`config.mk`:
```
export PLATFORM = sky130hd
export DESIGN_NAME = sda_out_skid
export DESIGN_NICKNAME = d
export VERILOG_FILES = /design/src/rtl/sda_pkg.sv /design/src/rtl/sda_out_skid.sv
export VERILOG_INCLUDE_DIRS = /design/src /design/src/rtl
export SDC_FILE = /design/constraint.sdc
export NUM_CORES = 1
export LEC_CHECK = 0
export BUFFER_PORTS_ARGS = -buffer_cell sky130_fd_sc_hd__buf_2
export CAP_MARGIN = 10
export CORE_ASPECT_RATIO = 1.1
export CORE_UTILIZATION = 46
export CTS_CLUSTER_DIAMETER = 100
export DETAILED_ROUTE_END_ITERATION = 16
export MAX_ROUTING_LAYER = met4
export PLACE_DENSITY = 0.74
export SLEW_MARGIN = 30
export SYNTH_ARGS = -nofsm -noshare
export SYNTH_HDL_FRONTEND = slang
export SYNTH_SLANG_ARGS = --single-unit
```
`constraint.sdc`:
```
create_clock -name clk -period 3.5 [get_ports clk]
set_input_delay 0.35 -clock clk [delete_from_list [all_inputs] [get_ports clk]]
set_output_delay 0.35 -clock clk [all_outputs]
set_load 0.05 [all_outputs]
```
`src/rtl/stem_darkening_amount_top_assert.svh`:
```
// Assertion macros for the stem darkening amount block.
// Needs clk and rst_n in the scope of each use.
`ifndef STEM_DARKENING_AMOUNT_TOP_ASSERT_SVH
`define STEM_DARKENING_AMOUNT_TOP_ASSERT_SVH

// Check a property on every clock edge out of reset.
`define SDA_ASSERT(lbl, prop, msg) \
  lbl: assert property (@(posedge clk) disable iff (!rst_n) prop) else $error(msg);

// Check that a signal holds in the cycle after a condition.
`define SDA_CHECK_STABLE(lbl, cond, sig, msg) \
  lbl: assert property (@(posedge clk) disable iff (!rst_n) cond |=> $stable(sig)) else $error(msg);

`endif

```
`src/rtl/sda_pkg.sv`:
```
// Shared constants, sideband types and fixed-point helpers for stem darkening.
// No dependencies.
package sda_pkg;

  localparam int KNEE_CNT  = 8;
  localparam int KNEE_PTS  = 4;
  localparam int KNEE_W    = 15;
  localparam int CFG_IDX_W = 3;

  // Register indexes of the knee file
  localparam logic [CFG_IDX_W-1:0] KNEE1_STEM   = 3'd0;
  localparam logic [CFG_IDX_W-1:0] KNEE1_AMOUNT = 3'd1;
  localparam logic [CFG_IDX_W-1:0] KNEE2_STEM   = 3'd2;
  localparam logic [CFG_IDX_W-1:0] KNEE2_AMOUNT = 3'd3;
  localparam logic [CFG_IDX_W-1:0] KNEE3_STEM   = 3'd4;
  localparam logic [CFG_IDX_W-1:0] KNEE3_AMOUNT = 3'd5;
  localparam logic [CFG_IDX_W-1:0] KNEE4_STEM   = 3'd6;
  localparam logic [CFG_IDX_W-1:0] KNEE4_AMOUNT = 3'd7;

  localparam logic [KNEE_W-1:0] KNEE_RESET [KNEE_CNT] = '{
    15'd500, 15'd400, 15'd1000, 15'd275, 15'd1667, 15'd275, 15'd2333, 15'd0
  };

  // Em ratio below 0.01 in 16.16 gives a zero result
  localparam logic [30:0] EM_MIN     = 31'd655;
  // Top-bit sum at which the scaled stem is clamped to the last knee
  localparam logic [5:0]  GUARD_BITS = 6'd46;
  localparam logic [31:0] SAT_Q      = 32'h7FFF_FFFF;

  // Divider geometry: one quotient bit per stage
  localparam int DIV_NUM_W = 48;
  localparam int DIV_DEN_W = 32;

  localparam logic [1:0] SKID_DEPTH = 2'd2;

  // Sideband through the knee amount divider
  typedef struct packed {
    logic [31:0]        per1000;
    logic signed [15:0] yd;
    logic signed [15:0] xd;
    logic               sloped;
    logic               ppem_zero;
    logic [30:0]        em;
    logic signed [31:0] bold;
    logic               en;
    logic               zero;
  } side_a_t;

  // Sideband through the slope divider
  typedef struct packed {
    logic signed [31:0] ybase;
    logic               neg;
    logic               sloped;
    logic [30:0]        em;
    logic signed [31:0] bold;
    logic               en;
    logic               zero;
  } side_b_t;

  // Sideband through the final em divider
  typedef struct packed {
    logic               neg;
    logic               dzero;
    logic signed [31:0] bold;
    logic               en;
    logic               zero;
  } side_c_t;

  localparam int SIDE_W   = $bits(side_a_t);
  localparam int SIDE_B_W = $bits(side_b_t);
  localparam int SIDE_C_W = $bits(side_c_t);

  typedef logic [SIDE_W-1:0] side_t;

  // Magnitude of a 32-bit two's complement word
  function automatic logic [31:0] mag32(input logic [31:0] v);
    return v[31] ? 32'(-v) : v;
  endfunction

  // Round a 16.16 product magnitude and apply its sign, wrapping to 32 bits
  function automatic logic [31:0] fix_round(input logic [62:0] p, input logic neg);
    logic [62:0] r;
    logic [31:0] m;
    r = p + 63'h8000;
    m = r[47:16];
    return neg ? 32'(-m) : m;
  endfunction

  // Index of the highest set bit, zero for zero
  function automatic logic [4:0] top_bit(input logic [31:0] z);
    logic [4:0] n;
    n = 5'd0;
    for (int i = 0; i < 32; i++) begin
      if (z[i]) n = 5'(i);
    end
    return n;
  endfunction

endpackage

```
`src/rtl/sda_out_skid.sv`:
```
// Two-word output buffer that parts the pipeline from the result channel.
// Depends on sda_pkg and the assertion macro header.
`include "stem_darkening_amount_top_assert.svh"

module sda_out_skid (
  input  logic               clk,
  input  logic               rst_n,
  input  logic               in_valid,
  input  logic signed [31:0] in_data,
  output logic               room,
  output logic               out_valid,
  input  logic               out_ready,
  output logic signed [31:0] out_data
);

  logic [1:0]         cnt_r, cnt_nxt;
  logic signed [31:0] data0_r, data0_nxt;
  logic signed [31:0] data1_r, data1_nxt;
  logic               push, pop;

  assign room      = (cnt_r != sda_pkg::SKID_DEPTH);
  assign out_valid = (cnt_r != 2'd0);
  assign out_data  = data0_r;
  assign push      = in_valid && room;
  assign pop       = out_valid && out_ready;

  // Update fill count and the two words
  always_comb begin
    cnt_nxt   = 2'(cnt_r + {1'b0, push} - {1'b0, pop});
    data0_nxt = data0_r;
    data1_nxt = data1_r;
    if (cnt_r == 2'd0) begin
      if (push) data0_nxt = in_data;
    end else if (cnt_r == 2'd1) begin
      if (push && pop) data0_nxt = in_data;
      else if (push) data1_nxt = in_data;
    end else if (pop) begin
      data0_nxt = data1_r;
    end
  end

  always_ff @(posedge clk) begin
    if (!rst_n) begin
      cnt_r <= 2'd0;
    end else begin
      cnt_r <= cnt_nxt;
    end
  end

  always_ff @(posedge clk) begin
    data0_r <= data0_nxt;
    data1_r <= data1_nxt;
  end

  `SDA_ASSERT(a_skid_bound, cnt_r <= sda_pkg::SKID_DEPTH, "skid count above depth")
  `SDA_ASSERT(a_skid_drain, pop && !push |=> cnt_r == $past(cnt_r) - 2'd1, "drain lost count")
  `SDA_CHECK_STABLE(a_skid_hold, out_valid && !pop && !push, data0_r, "head word changed while idle")

endmodule

```
==> impl.org, run 1 <==
** Outcome
- The run finished with clean final reports.

** Route
- Post-route met1 wirelength :: 1740 µm
- Number of search-and-repair iterations in the first detailed-routing pass :: 4
- Highest routing layer actually used :: met4
- The routed layout has 1,310 vias.
- The count of nets left with antenna violations once routing finished came out at 0.
- Detailed-route wire length per cell :: 15.3 µm
- Met3 routed wirelength :: 286 µm
- The first routing iteration left 60 violations.
- In the routed design, unresolved DRC markers number 0.
- Wire segments on met2 add up to 2180 µm in the final route.
- Dividing the detail-routed via count by the number of cells gives 4.71.
- Routed wire length :: 4260 µm

** STA
- Post-layout min period :: 2200 ps
- At the pin with the least slew margin, the transition time is 574 ps.
- Across the routed clock network, the largest skew measured is 6.22 ps.
- Setup repair after global routing left no endpoint under its margin.
- Summed over all failing endpoints, the final setup total negative slack is 0 ps.
- Based on the critical path, the design can be clocked at up to 455 MHz.
- The worst pin sits at a relative slew slack of 61.7%.
- Post-Route Hold Slack :: 209 ps
- The final count of pins violating max slew is 0.
- Setup violations remaining at the end of the flow were counted as 0.
- Total count of hold-check failures in the final report :: 0
- In the finished design, the share of the clock period the worst path needs comes to 62.7%.

** Power and ir drop
- Net switching is 37.5% of the power.
- Reg power frac :: 42.6%
- Net switching power :: 1.04 mW
- For this design the static power due to leakage is 1.24 nW.
- Power density cells :: 867 nW/µm²
- Comb pwr share :: 36.1%
- Power comes to 2.76 mW.
- Cell-internal power :: 1.73 mW
- The worst-case IR drop observed on VDD is 0.591 mV.
- Clock network fraction of total power :: 21.3%

** Setup path
- Cell with the biggest individual delay on the critical path :: sky130_fd_sc_hd__o21ai_4
- Worst reg2reg path startpoint :: cnt_r[0]
- Critical path, cell by cell :: nand2b_1 -> and2_1 -> ha_1 -> mux2i_1 -> o21ai_4 -> buf_4
- The most critical setup path has its startpoint at cnt_r[0].
- Required time worst endpoint :: 3510 ps
- STA classifies the critical path endpoint as a register.
- Arrival time reported for the critical path endpoint :: 2210 ps
- Critical Path Max Stage Delay :: 460 ps
- Of all nets on the critical path, the largest fanout is 17.
- Type of origin of the critical path :: register
- Critical path start-end classification :: register to register

** Placed design
- The count of buffers added on input and output ports is 69.
- Post-DP HPWL :: 3050 µm
- At the end of routability-driven placement, the weighted congestion stood at 0.694.

** Global route
- Largest net degree at the start of global routing :: 38
- Number of global-route vias before repair :: 1,374
- The first global-routing pass estimated 6490 µm of wire.
- Number of antenna violations at the first check in global routing :: 0
- All-layer global routing usage :: 16.2%
- For this run the aggregate overflow at the end of global routing stands at 0.

** Floorplan
- Die area :: 5870 µm²
- The die is 80.2 µm tall.
- Die X-Extent :: 73.1 µm
- For this design the top-level I/O count stands at 70.
- Placement Rows :: 28
- Area of the core :: 5360 µm²
- For this configuration, the core starts out at a cell density of 47.8%.

** Finish
- After the last flow step, the layout net total stands at 236.
- Cells with a size suffix above 1 make up 59.6% of the layout.
- Area added between synthesis and finish :: 24.5%
- The number of antenna diodes in the final layout is 0.

** Logic synthesis
- Nets in the synthesized netlist :: 157
- Sequential elements use 76.6% of the synthesized area.
- Cells after synthesis :: 119
- The synthesized design devotes to its leading area cell type 75.1% of total area.
- Leading area contributor after synthesis :: sky130_fd_sc_hd__edfxtp_1
- Count of synthesis-stage warnings from yosys :: 0
- Seq cells post-synth :: 66
- Biggest area contributors in the synthesized netlist :: sky130_fd_sc_hd__edfxtp_1 (75%), sky130_fd_sc_hd__mux2_4 (9.4%), sky130_fd_sc_hd__mux2_2 (7.0%), sky130_fd_sc_hd__dfxtp_1 (1.6%), sky130_fd_sc_hd__buf_6 (1.3%)
- After synthesis the cells add up to 2560 µm².
- Averaged over all synthesized cells, the footprint is 21.5 µm².
- The number of different library cells used by synthesis comes to 17.

** Clock network
- Hold bufs inserted after CTS :: 0
- Counting along the longest clock path gives a buffer depth of 2.
- Clk root buf :: sky130_fd_sc_hd__clkbuf_8
- In this run, post-CTS repair resized a total of 0 instances.
- Max H-tree Level :: 3
- CTS tree :: yes
- CTS sink cnt :: 66
- Clock transition at the registers of the reported paths :: 60 ps
- Clock tree synthesis inserted a total of 9 buffers.
- Post-CTS Setup Bufs :: 0
- Worst-Skew Late Latency :: 330 ps

** Worst hold path
- Startpoint of the worst hold path :: in_data[30]
- The min-delay analysis places its worst path in the category primary input to register.

** Flow run
- Across the run, the number of max-cap violations was 0.
## cells by family after synthesis
family	synth area share, %
multiplexers	17.2
adder cells (fa/ha/maj)	0.977
buffers and inverters	1.51
AO/OA/AOI/OAI	0.929
flip-flops	76.6
AND/OR/NAND/NOR	2.74
## final cells by class
type / instances / area [µm²]
clock buffers: 13 / 139
clock inverters: 3 / 40.0
fillers: 401 / 2170
multi-input cells: 49 / 571
flip-flops and latches: 66 / 1960
well taps: 75 / 93.8
repair buffers: 72 / 380
## worst paths after layout
path	cells after the start	end	slack, ps
max	6	out_data[31]	1300
min	1	data1_r[30]	210
max reg2reg	6	out_data[31]	1300
min reg2reg	1	out_data[6]	540
## cell usage after synthesis
cell type                  number
sky130_fd_sc_hd__buf_6          3
sky130_fd_sc_hd__and4bb_2       1
sky130_fd_sc_hd__o21ai_0        1
sky130_fd_sc_hd__dfxtp_1        2
sky130_fd_sc_hd__nand2_1        2
sky130_fd_sc_hd__mux2i_1        2
sky130_fd_sc_hd__buf_2          1
sky130_fd_sc_hd__or2_1          1
sky130_fd_sc_hd__a21oi_2        1
sky130_fd_sc_hd__ha_1           2
sky130_fd_sc_hd__a21bo_2        1
sky130_fd_sc_hd__edfxtp_1      64
sky130_fd_sc_hd__mux2_4        16
sky130_fd_sc_hd__and2_1         3
sky130_fd_sc_hd__mux2_2        16
sky130_fd_sc_hd__and4bb_1       1
sky130_fd_sc_hd__nand2b_1       2
## placed cells by master, fill, tap and decap left out, drive strengths merged
cell and instances:
clkinv 2, nand2b 2, bufinv 1, mux2 32, ha 2, clkbuf 13, dfxtp 2, a21bo 1
nand2 2, and4bb 2, buf 72, and2 3, mux2i 2, a21oi 1, or2 1, o21ai 1
edfxtp 64
## power by group through the flow
| stage | Combinational (mW) | Clock, mW | Sequential [mW] |
|---|---|---|---|
| after floorplan | 0.343 | 0 | 1.63 |
| after global placement | 0.974 | 0 | 1.19 |
| after detailed placement | 1.01 | 0 | 1.20 |
| after CTS | 1.01 | 0.599 | 1.18 |
| after global routing | 1.04 | 0.632 | 1.19 |
| final | 0.997 | 0.589 | 1.18 |
## state kept, by name, summed over array words and instances, names as in the netlist
register,cells
out_data,32
cnt_r,2
data1_r,32
## routing by layer
layer	up-vias	global-route usage (%)
met5	-	-
met4	0	7.45
met3	8	6.02
met2	45	25.1
met1	628	18.8
li1	629	-
## worst max-delay path, delay by kind of cell (launching register included)
kind | cells | cell delay (ps)
AND/OR/NAND/NOR | 2 | 310
buffers and inverters | 1 | 360
multiplexers | 1 | 120
adder cells (fa/ha/maj) | 1 | 180
AO/OA/AOI/OAI | 1 | 460
flip-flops | 1 | 440
## stage by stage
stage | cell area [µm²] | utilization, % | setup slack, ps | std cells
6_report | 3190 | 59.5 | 1300 | 278
5_1_grt | 3190 | 59.5 | 1200 | 278
4_1_cts | 3190 | 59.5 | 1290 | 278
3_5_place_dp | 3010 | 56.1 | 1310 | 262
3_3_place_gp | 3010 | 56.1 | 1470 | 262
2_1_floorplan | 2560 | - | 323 | 119
Power figures use the tool's default switching activity.
==> inputs of run 2 (changes only) <==
CORE_UTILIZATION = 51   (was 46)
PLACE_DENSITY = 0.78   (was 0.74)
clock period = 2.2 ns   (was 3.5 ns; I/O delays follow)
==> run 2 against run 1 <==
Net effect:
- register-to-register slack got worse by 960 ps
- cell area decreased by 1.4%
- combinational power increased by 61%
- sequential share of layout area increased by 0.88 points
- via count decreased by 0.46%
- sequential power increased by 60%
- total power increased by 54%
- critical path depth decreased by 1
- final cell count decreased by 8.3%
- maximum frequency increased by 18%
- clock skew about the same
- critical path type unchanged
- largest cell class unchanged
- largest power group unchanged
==> impl.org, run 2 (synthesized netlist as in run 1, its figures left out) <==
** Placed design
- The placed wire-length estimate was 2900 µm (-5.1%).
- The weighted congestion reported at the end of routability-driven placement came to 0.732 (+5.4%).
- The count of input and output buffers is 69 (unchanged).
- Cell total after placement :: 243 (-7.3%)

** Route
- The detailed-route vias per instance was 5.11 (+8.5%).
- Routed wire length :: 4260 µm (about the same)
- Antenna Nets Post-Route :: 0 (unchanged)
- The remaining routing DRC violations came to 0 (unchanged).
- Detailed-route wire length per cell :: 16.7 µm (+9.1%)
- Detailed-route via count :: 1,304 (-0.46%)
- The iteration-0 DRC count of the detailed router came to 96 (+60%).
- The count of TritonRoute iterations in the first routing pass came to 4 (unchanged).

** Clock network
- Hold bufs inserted after CTS :: 0 (unchanged)
- Max H-tree Level :: 3 (unchanged)
- CTS Buf Count :: 9 (unchanged)
- Clock transition at the registers of the reported paths :: 70 ps (about the same)
- The number of sinks on the clock net was 66 (unchanged).
- CTS tree :: yes
- Post-CTS sizing :: 0 (unchanged)
- The largest buffer count on any clock path came to 2 (unchanged).
- Clock tree synthesis selected as its root buffer the cell sky130_fd_sc_hd__clkbuf_8.
- The clock latency on the worst-skew pair was 330 ps (about the same).
- The number of buffers inserted by post-CTS setup repair is 0 (unchanged).

** Floorplan
- Die height :: 76.3 µm (-4.9%)
- The area of the core came to 4750 µm² (-11%).
- The x dimension of the die is 69.6 µm (-4.9%).
- Die area :: 5310 µm² (-9.6%)
- The count of boundary I/O pins came to 70 (unchanged).
- The starting utilization of the core area came to 53.9% (+6.1 points).
- The row count was 26 (-7.1%).

** Finish
- The count of nets after finishing came to 236 (unchanged).
- The fraction of final layout cells with drive strength greater than 1 came to 60.8% (+1.2 points).
- The filler cell count in the final layout is 358 (-11%).
- Area added between synthesis and finish :: 22.7%
- The final standard cell count with taps included and fillers excluded came to 255 (-8.3%).
- Most frequent cells in the layout :: sky130_fd_sc_hd__buf_2 (69), sky130_fd_sc_hd__edfxtp_1 (64), sky130_fd_sc_hd__mux2_4 (16), sky130_fd_sc_hd__mux2_2 (16), sky130_fd_sc_hd__clkbuf_8 (9)
- The library cell used most frequently in the layout, excluding fill and tap cells, is sky130_fd_sc_hd__buf_2.
- Diode insertion count for antenna repair :: 0 (unchanged)

** Global route
- The initial antenna violation count is 0 (unchanged).
- Wire length of the first global-routing pass :: 6850 µm (+5.5%)
- Aggregate global routing overflow :: 0 (unchanged)
- The largest net degree at the start of global routing is 35 (-7.9%).
- Number of global-route vias before repair :: 1,393 (+1.4%)
- The overall global routing resource usage came to 18.0% (+1.7 points).

** Worst hold path
- Startpoint of the worst hold path :: in_data[8]
- Path class of the lowest-slack min-delay path :: primary input to register

** STA
- Worst slew margin relative to its limit :: 65.5% (+3.7 points)
- The transition time of the tightest slew-check pin was 518 ps (-56.1 ps).
- Post-layout min period :: 1860 ps (-339 ps)
- RSZ-0062 raised after global routing :: false
- Final sum of negative setup slack :: 0 ps (unchanged)
- Pins over their slew limit :: 0 (unchanged)
- Period utilisation layout :: 84.4% (+22 points)
- Clock Skew :: 6.23 ps (+0.0132 ps)
- The final count of negative-setup-slack endpoints is 0 (unchanged).
- Timing-limited maximum frequency :: 539 MHz (+18%)
- Total count of hold-check failures in the final report :: 0 (unchanged)

** Power and ir drop
- The power density relative to cell area came to 1360 nW/µm² (+57%).
- IR Drop Worst-Case VDD :: 0.950 mV (+61%)
- The total power is 4.27 mW (+54%).
- The leakage power was 1.22 nW (-1.1%).

** Setup path
- Critical path start-end classification :: register to register
- Among cell families on the critical path, the largest total delay comes from simple AND/OR/NAND/NOR gates.
- The buffers plus inverters on the worst setup path is 1 (unchanged).
- Cell with the biggest individual delay on the critical path :: sky130_fd_sc_hd__dfxtp_1
- The worst path arrival time came to 1880 ps (-330 ps).
- Worst reg2reg path startpoint :: cnt_r[0]
- Critical Path Max Stage Delay :: 370 ps (-90 ps)
- Crit path capture type :: register
- Tracing the worst setup path back leads to its startpoint at cnt_r[0].
- Largest fanout on the critical path :: 32 (+15)
- Type of origin of the critical path :: register
- Required time worst endpoint :: 2220 ps (-1290 ps)
- Traced cell by cell, the critical path runs through or2_4 -> and2_1 -> ha_1 -> and4bb_4 -> buf_12.

** Outcome
- The flow ran to the end, and the final reports show no timing, DRC or antenna violations.

** Flow run
- Number of max-capacitance violations reported :: 0 (unchanged)
[run 2: layout make-up]
type | count | area (µm²) | share of cell area (%)
Timing Repair Buffer | 72 | 393 | 12.5
Tap cell | 56 | 70.1 | 2.23
Clock buffer | 10 | 128 | 4.06
Multi-Input combinational cell | 49 | 579 | 18.4
Clock inverter | 2 | 8.76 | 0.279
Sequential cell | 66 | 1960 | 62.5
[run 2: worst reg2reg max path: stages (launching register included)]
cell and delay, ps:
sky130_fd_sc_hd__dfxtp_1 370, sky130_fd_sc_hd__or2_4 250, sky130_fd_sc_hd__and2_1 150, sky130_fd_sc_hd__ha_1 190
sky130_fd_sc_hd__and4bb_4 350, sky130_fd_sc_hd__buf_12 210
[run 2: report_power, final]
group,internal [mW],total (mW),switching (mW)
sequential,1.79,1.89,0.0960
combinational,0.469,1.61,1.14
clock,0.378,0.775,0.398
[run 2: per-layer routing]
| layer | GRT usage [%] | part of all wire, % | wire, µm | vias to the layer above |
|---|---|---|---|---|
| met3 | 4.23 | 4.0 | 172 | 8 |
| met2 | 27.8 | 53 | 2240 | 41 |
| met5 | - | 0 | 0 | - |
| met4 | 11.0 | 1.7 | 74 | 0 |
| li1 | - | - | - | 621 |
| met1 | 21.4 | 42 | 1770 | 634 |
[run 2: through the flow]
step,utilization (%),hold WS [ps],instance area (µm²),setup slack [ps]
finish,66.1,79.0,3140,343
global route,66.1,69.3,3140,290
floorplan,-,319,2580,62.6
global placement,63.3,415,3010,421
CTS,66.1,66.4,3140,345
detailed placement,63.3,415,3010,360
[run 2: final timing paths]
path                       end  slack [ps]  depth (start not counted)
hold / removal      data1_r[8]          80                          1
setup / recovery    data1_r[4]         340                          5
hold reg to reg   out_data[15]         540                          1
setup reg to reg    data1_r[4]         340                          5
